File: src/sv/bdll_pkg.sv
// Types and constants of the bounded doubly linked list.
package bdll_pkg;

  localparam int KEY_W  = 32;
  localparam int OP_W   = 3;
  localparam int ST_W   = 2;
  localparam int CNT_W  = 7;
  localparam int LINK_W = 7;

  localparam logic [LINK_W-1:0] NULL_LINK = 7'h7F;

  localparam logic [OP_W-1:0] OP_INSERT    = 3'd0;
  localparam logic [OP_W-1:0] OP_DEL_KEY   = 3'd1;
  localparam logic [OP_W-1:0] OP_DEL_FIRST = 3'd2;
  localparam logic [OP_W-1:0] OP_DEL_LAST  = 3'd3;
  localparam logic [OP_W-1:0] OP_DUMP      = 3'd4;

  localparam logic [ST_W-1:0] ST_DONE      = 2'd0;
  localparam logic [ST_W-1:0] ST_FULL      = 2'd1;
  localparam logic [ST_W-1:0] ST_EMPTY     = 2'd2;
  localparam logic [ST_W-1:0] ST_NOT_FOUND = 2'd3;

  typedef struct packed {
    logic [OP_W-1:0]         opcode;
    logic signed [KEY_W-1:0] key_value;
  } in_item_t;

  typedef struct packed {
    logic signed [KEY_W-1:0] out_key;
    logic [ST_W-1:0]         status;
    logic [CNT_W-1:0]        entry_count;
    logic                    last_result;
  } out_item_t;

endpackage

File: src/sv/bdll_ram.sv
// Generic single-write, single-read RAM with registered read data.
module bdll_ram #(
  parameter int WIDTH = 32,
  parameter int DEPTH = 64
) (
  input  logic                     clk,
  input  logic                     we,
  input  logic [$clog2(DEPTH)-1:0] waddr,
  input  logic [WIDTH-1:0]         wdata,
  input  logic [$clog2(DEPTH)-1:0] raddr,
  output logic [WIDTH-1:0]         rdata
);

  logic [WIDTH-1:0] mem [DEPTH];

  always_ff @(posedge clk) begin
    if (we) begin
      mem[waddr] <= wdata;
    end
  end

  always_ff @(posedge clk) begin
    rdata <= mem[raddr];
  end

endmodule

File: src/sv/bounded_doubly_linked_list.sv
// Bounded doubly linked list: keys and links in RAMs, free map and ends in flops.
// Insert: from idle on an empty list, else via S_INS, which back-links the old head.
// Delete first/last: unlinked in S_WALK; delete by key walks S_WALK to the match or tail.
// Dump: walks from the head in S_WALK, one key per cycle.
// Throughput: busy falls with the final result, so the next transfer can overlap it.
// Synchronous active-low reset empties the list at once; RAM contents are not cleared.
module bounded_doubly_linked_list #(
  parameter int CAPACITY = 64
) (
  input  logic                clk,
  input  logic                rst_n,
  input  logic                start,
  output logic                busy,
  input  bdll_pkg::in_item_t  in_item,
  output logic                out_valid,
  output bdll_pkg::out_item_t out_item
);

  localparam int AW = $clog2(CAPACITY);
  localparam int LW = bdll_pkg::LINK_W;
  localparam int CW = bdll_pkg::CNT_W;
  localparam int KW = bdll_pkg::KEY_W;

  typedef enum logic [1:0] {S_IDLE, S_INS, S_WALK} state_t;

  state_t                    state_r, state_nxt;
  logic [LW-1:0]             head_r, head_nxt;
  logic [LW-1:0]             tail_r, tail_nxt;
  logic [CW-1:0]             count_r, count_nxt;
  logic [CAPACITY-1:0]       free_map_r, free_map_nxt;
  logic                      out_valid_r, out_valid_nxt;
  bdll_pkg::out_item_t       out_item_r, out_item_nxt;
  logic [AW-1:0]             cur_r, cur_nxt;
  logic [AW-1:0]             slot_r, slot_nxt;
  logic [bdll_pkg::OP_W-1:0] op_r, op_nxt;
  logic [KW-1:0]             key_r, key_nxt;

  logic [AW-1:0] free_slot;

  // RAM ports
  logic          key_we, nxt_we, prv_we;
  logic [AW-1:0] key_waddr, nxt_waddr, prv_waddr, raddr;
  logic [KW-1:0] key_wdata, key_rd;
  logic [LW-1:0] nxt_wdata, prv_wdata, nxt_rd, prv_rd;

  bdll_ram #(.WIDTH(KW), .DEPTH(CAPACITY)) u_key_ram (
    .clk(clk), .we(key_we), .waddr(key_waddr), .wdata(key_wdata),
    .raddr(raddr), .rdata(key_rd)
  );

  bdll_ram #(.WIDTH(LW), .DEPTH(CAPACITY)) u_next_ram (
    .clk(clk), .we(nxt_we), .waddr(nxt_waddr), .wdata(nxt_wdata),
    .raddr(raddr), .rdata(nxt_rd)
  );

  bdll_ram #(.WIDTH(LW), .DEPTH(CAPACITY)) u_prev_ram (
    .clk(clk), .we(prv_we), .waddr(prv_waddr), .wdata(prv_wdata),
    .raddr(raddr), .rdata(prv_rd)
  );

  // lowest free slot
  always_comb begin
    free_slot = '0;
    for (int i = CAPACITY - 1; i >= 0; i--) begin
      if (free_map_r[i]) begin
        free_slot = AW'(i);
      end
    end
  end

  always_comb begin
    logic          head_ok, nxt_ok, prv_ok, hit;
    logic [LW-1:0] h, t;

    head_ok = head_r < LW'(CAPACITY);
    nxt_ok  = nxt_rd < LW'(CAPACITY);
    prv_ok  = prv_rd < LW'(CAPACITY);
    hit     = 1'b0;
    h       = head_r;
    t       = tail_r;

    state_nxt     = state_r;
    head_nxt      = head_r;
    tail_nxt      = tail_r;
    count_nxt     = count_r;
    free_map_nxt  = free_map_r;
    cur_nxt       = cur_r;
    slot_nxt      = slot_r;
    op_nxt        = op_r;
    key_nxt       = key_r;
    out_valid_nxt = 1'b0;
    out_item_nxt  = out_item_r;

    key_we    = 1'b0;
    key_waddr = free_slot;
    key_wdata = in_item.key_value;
    nxt_we    = 1'b0;
    nxt_waddr = free_slot;
    nxt_wdata = head_r;
    prv_we    = 1'b0;
    prv_waddr = free_slot;
    prv_wdata = bdll_pkg::NULL_LINK;
    raddr     = head_r[AW-1:0];

    case (state_r)
      S_IDLE: begin
        if (start) begin
          op_nxt  = in_item.opcode;
          key_nxt = in_item.key_value;
          out_item_nxt.out_key     = '0;
          out_item_nxt.status      = bdll_pkg::ST_DONE;
          out_item_nxt.entry_count = count_r;
          out_item_nxt.last_result = 1'b1;
          case (in_item.opcode)
            bdll_pkg::OP_INSERT: begin
              if (count_r == CW'(CAPACITY)) begin
                out_item_nxt.status = bdll_pkg::ST_FULL;
                out_valid_nxt       = 1'b1;
              end else begin
                // new slot: key, next = old head, prev = null
                key_we = 1'b1;
                nxt_we = 1'b1;
                prv_we = 1'b1;
                free_map_nxt[free_slot] = 1'b0;
                head_nxt  = LW'(free_slot);
                count_nxt = count_r + CW'(1);
                if (head_ok) begin
                  cur_nxt   = head_r[AW-1:0];
                  slot_nxt  = free_slot;
                  state_nxt = S_INS;
                end else begin
                  tail_nxt                 = LW'(free_slot);
                  out_item_nxt.entry_count = count_r + CW'(1);
                  out_valid_nxt            = 1'b1;
                end
              end
            end
            bdll_pkg::OP_DEL_KEY, bdll_pkg::OP_DEL_FIRST,
            bdll_pkg::OP_DEL_LAST, bdll_pkg::OP_DUMP: begin
              if (!head_ok) begin
                out_item_nxt.status = bdll_pkg::ST_EMPTY;
                out_valid_nxt       = 1'b1;
              end else begin
                raddr = (in_item.opcode == bdll_pkg::OP_DEL_LAST) ?
                        tail_r[AW-1:0] : head_r[AW-1:0];
                cur_nxt   = raddr;
                state_nxt = S_WALK;
              end
            end
            default: begin
              out_valid_nxt = 1'b1;
            end
          endcase
        end
      end

      S_INS: begin
        // back link of the old head
        prv_we    = 1'b1;
        prv_waddr = cur_r;
        prv_wdata = LW'(slot_r);
        out_item_nxt.out_key     = '0;
        out_item_nxt.status      = bdll_pkg::ST_DONE;
        out_item_nxt.entry_count = count_r;
        out_item_nxt.last_result = 1'b1;
        out_valid_nxt            = 1'b1;
        state_nxt                = S_IDLE;
      end

      S_WALK: begin
        // RAM outputs hold the entry at cur_r
        out_item_nxt.out_key     = '0;
        out_item_nxt.status      = bdll_pkg::ST_DONE;
        out_item_nxt.entry_count = count_r;
        out_item_nxt.last_result = 1'b1;
        raddr                    = nxt_rd[AW-1:0];
        case (op_r)
          bdll_pkg::OP_DUMP: begin
            out_item_nxt.out_key     = key_rd;
            out_item_nxt.last_result = !nxt_ok;
            out_valid_nxt            = 1'b1;
            if (nxt_ok) begin
              cur_nxt = nxt_rd[AW-1:0];
            end else begin
              state_nxt = S_IDLE;
            end
          end
          default: begin
            hit = (op_r != bdll_pkg::OP_DEL_KEY) || (key_rd == key_r);
            if (hit) begin
              if (prv_ok) begin
                nxt_we    = 1'b1;
                nxt_waddr = prv_rd[AW-1:0];
                nxt_wdata = nxt_rd;
              end else begin
                h = nxt_ok ? nxt_rd : bdll_pkg::NULL_LINK;
              end
              if (nxt_ok) begin
                prv_we    = 1'b1;
                prv_waddr = nxt_rd[AW-1:0];
                prv_wdata = prv_rd;
              end else begin
                t = prv_ok ? prv_rd : bdll_pkg::NULL_LINK;
              end
              if (!(h < LW'(CAPACITY))) begin
                t = bdll_pkg::NULL_LINK;
              end
              if (!(t < LW'(CAPACITY))) begin
                h = bdll_pkg::NULL_LINK;
              end
              head_nxt             = h;
              tail_nxt             = t;
              free_map_nxt[cur_r]  = 1'b1;
              count_nxt            = (count_r != '0) ? count_r - CW'(1) : count_r;
              out_item_nxt.entry_count = count_nxt;
              out_valid_nxt        = 1'b1;
              state_nxt            = S_IDLE;
            end else if (nxt_ok) begin
              cur_nxt = nxt_rd[AW-1:0];
            end else begin
              out_item_nxt.status = bdll_pkg::ST_NOT_FOUND;
              out_valid_nxt       = 1'b1;
              state_nxt           = S_IDLE;
            end
          end
        endcase
      end

      default: begin
        state_nxt = S_IDLE;
      end
    endcase
  end

  always_ff @(posedge clk) begin
    if (!rst_n) begin
      state_r     <= S_IDLE;
      head_r      <= bdll_pkg::NULL_LINK;
      tail_r      <= bdll_pkg::NULL_LINK;
      count_r     <= '0;
      free_map_r  <= '1;
      out_valid_r <= 1'b0;
      out_item_r  <= '0;
    end else begin
      state_r     <= state_nxt;
      head_r      <= head_nxt;
      tail_r      <= tail_nxt;
      count_r     <= count_nxt;
      free_map_r  <= free_map_nxt;
      out_valid_r <= out_valid_nxt;
      out_item_r  <= out_item_nxt;
    end
  end

  always_ff @(posedge clk) begin
    cur_r  <= cur_nxt;
    slot_r <= slot_nxt;
    op_r   <= op_nxt;
    key_r  <= key_nxt;
  end

  assign busy      = (state_r != S_IDLE);
  assign out_valid = out_valid_r;
  assign out_item  = out_item_r;

endmodule

File: config.mk
export PLATFORM = sky130hd
export DESIGN_NAME = bounded_doubly_linked_list
export DESIGN_NICKNAME = d
export VERILOG_FILES = /design/src/sv/bdll_pkg.sv /design/src/sv/bdll_ram.sv /design/src/sv/bounded_doubly_linked_list.sv
export SDC_FILE = /design/constraint.sdc
export NUM_CORES = 2
export LEC_CHECK = 0
export ABC_CLOCK_PERIOD_IN_PS = 6200
export BUFFER_PORTS_ARGS = -buffer_cell sky130_fd_sc_hd__buf_4
export CAP_MARGIN = 20
export CELL_PAD_IN_SITES_DETAIL_PLACEMENT = 0
export CELL_PAD_IN_SITES_GLOBAL_PLACEMENT = 2
export CORE_UTILIZATION = 35
export CTS_BUF_LIST = sky130_fd_sc_hd__clkbuf_4
export DETAILED_ROUTE_END_ITERATION = 10
export GPL_TIMING_DRIVEN = 0
export PLACE_DENSITY = 0.62
export SYNTH_ARGS = -nofsm -noshare
export SYNTH_HDL_FRONTEND = slang
export SYNTH_SLANG_ARGS = --single-unit
File: constraint.sdc
create_clock -name clk -period 6.2 [get_ports clk]
set_input_delay 1.24 -clock clk [delete_from_list [all_inputs] [get_ports clk]]
set_output_delay 1.24 -clock clk [all_outputs]
set_load 0.02 [all_outputs]
==> results.md <==
- Post-DP HPWL: 306 mm
- Worst min path class: input pin to register
- Startpoint class of the critical path: register
- Sw Pwr: 11.3 mW
- Slowest cell on crit path: nor4_1
- Area Growth Syn to Fin: 17.3%
- Sequential power share: 52.1%
- Final worst slack: -0.0119 ns
- Core Area: 350000 sq um
- Hold Path Sink: u_key_ram.mem[17][21]$_DFFE_PP_
- Overall Power: 45.3 mW
- Synthesized net count: 7148
- CP delay by family, top: simple AND/OR/NAND/NOR gates
- Cell area after placement: 134000 sq um
- CP Buf/Inv Count: 5
- Via Count: 75029
- Asr flop ratio synth: 0%
- CP max stage delay: 0.87 ns
- Critical Path RT: 7.76 ns
- Synth Area in XOR/XNOR: 0.241%
- Drt wl/cell: 32.1 um
- Rows: 217
- #FFs+latches synth: 3167
- Compound-gate portion of the synthesized area: 4.42%
- Iter 0 DRT Violations: 8326
- Most common cell after layout, fill and taps aside: edfxtp_1
- Cell Pwr Density: 313 nW/um^2
- Synth Instances: 7103
- Period utilization: 100%
- Sw Ratio: 24.9%
- H-Tree Level Count: 6
- Warnings, synthesis: 0
- PortBufs: 80
- Maximum VDD drop: 0.179 mV
- Hold_sp: in_item[21]
- Leak Pwr: 45.8 nW
- Finished layout cell area: 145000 sq um
- Final setup violation count: 1
- Worst Clk Skew: 0.149 ns
- CP cell instances: inv_1 -> ha_1 -> buf_2 -> inv_1 -> a22oi_2 -> a21o_1 -> clkbuf_1 -> nor2_1 -> nand2_2 -> clkbuf_1 -> o22ai_1 -> nor4_1 -> and3_1
- Vias in the first global route: 74641
- I/O pin total: 82
- Fmax: 161 MHz
- Clk buf depth: 4
- # DRC: 0
- Dominant synthesized flop cell: edfxtp_1
- First-pass GRT wire length: 595 mm
- Ratio of cells with drive above 1 in the final layout: 27.9%
- Reg-to-reg startpoint: state_r[1]$_SDFFE_PN0P_
- Fin crit period: 6.21 ns
- CTS tree: yes
- Critical path fanouts, max: 10
- Clock Tree Root: clkbuf_4
- Pin count of the biggest net entering global routing: 66
- Vias per Instance: 5.55
- TritonCTS Buffers: 827
- Initial Util: 35.2%
- Global placement routability congestion: 0.895
- Pre-antenna DRT Iters: 6
- Unique masters post-synth: 81
- Gr usage total: 24.0%
- Number of synthesized flops with an enable pin: 2991
- Synthesized cell area: 123000 sq um
- Pre-CTS setup slack: -0.873 ns
- Failing checks: negative setup slack
- Floorplan die width: 596 um
- Syn avg cell area: 17.4 sq um
- Clock latency on the worst-skew pair: 1.66 ns
- Worst rel slew slack: 17.5%
- Slew @ Worst Pin: 1.24 ns
- Max-slew violation count: 0
- Worst path arrival time: 7.77 ns
- Fraction of the mapped netlist area in simple logic gates: 7.58%
- GRT overflow: 0
- Post-route ant nets: 0
- Final wirelength: 434 mm
- Status: complete, but fails checks
- Die Y: 596 um
- Final Hold Viols: 0
- Post-Synth Adder-Cell Area: 0.0710%
- Worst Reg-to-Reg Cells: 13
- Multi-input logic area: 29300 sq um
- Multiplexer area fraction after synthesis: 10.6%
- FF-to-FF setup slack: -0.01 ns
- Max-cap check violation count: 0
- Fillers: 31988
- Largest family of logic cells by synthesized area: multiplexers
- Nets: 8278
- DIE AREA: 355000 sq um
- Combinational share of power: 7.1%
- RR Endpoint: u_key_ram.rdata[9]$_DFF_P_
- CTS sink count: 3167
- CP Capture Type: register
- Int Pwr: 34.0 mW
- Most frequent cells in the layout: edfxtp_1 (2991), clkbuf_4 (1248), nand2_1 (829)
- Sequential area share after synthesis: 75.6%
- Worst setup path class: register to register
- Initial antenna violation count: 49
- Hold Path Depth: 1
- Storage element area: 93300 sq um
- Power share of the clock group: 40.7%
- Clk slew on worst S/H paths: 0.07 ns
-- registers in the layout (all words and copies together) (netlist names), 7 cells and up --
name	flops
free_map_r	64
u_prev_ram.rdata	7
u_key_ram.rdata	32
u_next_ram.rdata	7
tail_r	7
key_r	32
u_key_ram.mem	2048
head_r	7
u_next_ram.mem	448
u_prev_ram.mem	448
out_item	42
count_r	7
-- metal layers --
layer	part of all wire, %	wire [um]	global-route usage [%]
met5	0.026	113	0
met4	2.8	12300	7.75
met3	7.0	30300	3.82
met2	48	208000	38.9
met1	42	183000	33.2
-- repair_timing --
| action | 4_1_cts | 5_1_grt |
|---|---|---|
| resized for setup | 22 | 26 |
| setup endpoints to repair | 78 | 146 |
| hold endpoints to repair | 26 | 0 |
| hold buffers | 6 | 0 |
| pin swaps | 0 | 2 |
| buffers inserted | 0 | 1 |
-- worst max-delay path by stage --
stage / from / endpoint / slack [ns] / depth (start not counted)
floorplan: state_r[0]$_SDFFE_PN0P_ / u_next_ram.mem[0][6]$_DFFE_PP_ / 1.36 / 8
global placement: start / u_key_ram.rdata[30]$_DFF_P_ / -3.44 / 11
detailed placement: start / u_key_ram.rdata[23]$_DFF_P_ / -0.87 / 11
CTS: key_r[16]$_DFFE_PP_ / u_next_ram.mem[44][5]$_DFFE_PP_ / 0.003 / 10
global route: state_r[1]$_SDFFE_PN0P_ / u_key_ram.rdata[8]$_DFF_P_ / -0.009 / 16
finish: state_r[1]$_SDFFE_PN0P_ / u_key_ram.rdata[9]$_DFF_P_ / -0.01 / 13
-- kinds of logic (layout without fill, tap and decap cells) --
| logic type | count (synthesis) | in the layout |
|---|---|---|
| DFF | 3167 | 3167 |
| and+or+nand+nor | 2041 | 2041 |
| AOI/OAI and AO/OA | 788 | 788 |
| muxes | 617 | 617 |
| buffers and inverters | 449 | 2231 |
| xor gates and xnor gates | 34 | 34 |
| adders and majority gates | 7 | 7 |
| other | 0 | 25 |
-- power groups by stage --
stage | Clock (mW) | Combinational [mW] | Sequential (mW)
6_report | 18.5 | 3.24 | 23.6
5_1_grt | 19.8 | 3.37 | 23.6
4_1_cts | 18.8 | 3.26 | 23.6
3_5_place_dp | 0 | 3.24 | 24.1
3_3_place_gp | 0 | 3.10 | 24.1
2_1_floorplan | 0 | 1.53 | 24.0
-- metrics by stage --
stage                     hold WS (ns)  setup TNS [ns]  util, %  std cells
final                            0.167         -0.0119     41.3      13509
after global routing             0.130        -0.00913     41.3      13494
after CTS                      0.00171               0     41.3      13473
after detailed placement         0.496          -22.28     38.2      11988
after global placement           0.498        -3579.12     37.1      11782
after floorplan                  0.455               0        -       7103
-- area by class of cell --
cell class | count | share of cell area, %
antenna | 25 | 0.0432
clock buffer | 1246 | 6.46
sequential | 3167 | 64.5
inverter | 34 | 0.0881
buffer | 413 | 1.19
timing repair buffer | 303 | 2.62
tap | 4599 | 3.97
multi-input combinational | 3487 | 20.2
clock inverter | 235 | 0.925
-- cell usage after synthesis, types with 13 or more instances --
cell type	count	share of area, %
mux4_2	549	10
o211ai_1	33	0.20
inv_1	32	0.097
edfxtp_1	2991	73
and2_1	14	0.071
a32oi_1	46	0.33
o22ai_1	83	0.42
dfxtp_1	176	2.9
a22oi_1	95	0.58
and4_1	41	0.29
buf_2	86	0.35
a221o_1	13	0.11
buf_1	49	0.15
mux2i_1	59	0.48
clkbuf_1	274	0.83
nand2b_1	19	0.096
nor4_2	13	0.13
xor2_1	33	0.23
nand3_1	341	1.4
o21bai_1	43	0.26
nand4_1	75	0.38
o21ai_0	87	0.35
a21oi_1	164	0.67
nor3_1	63	0.26
a31oi_1	16	0.081
nor2_1	452	1.4
nor4b_1	25	0.18
a211oi_1	51	0.31
and3_1	16	0.081
o31ai_1	14	0.085
o2111ai_1	41	0.29
nor4_1	96	0.49
nand2_1	833	2.5
No activity file was read; power rests on OpenSTA's default activity.
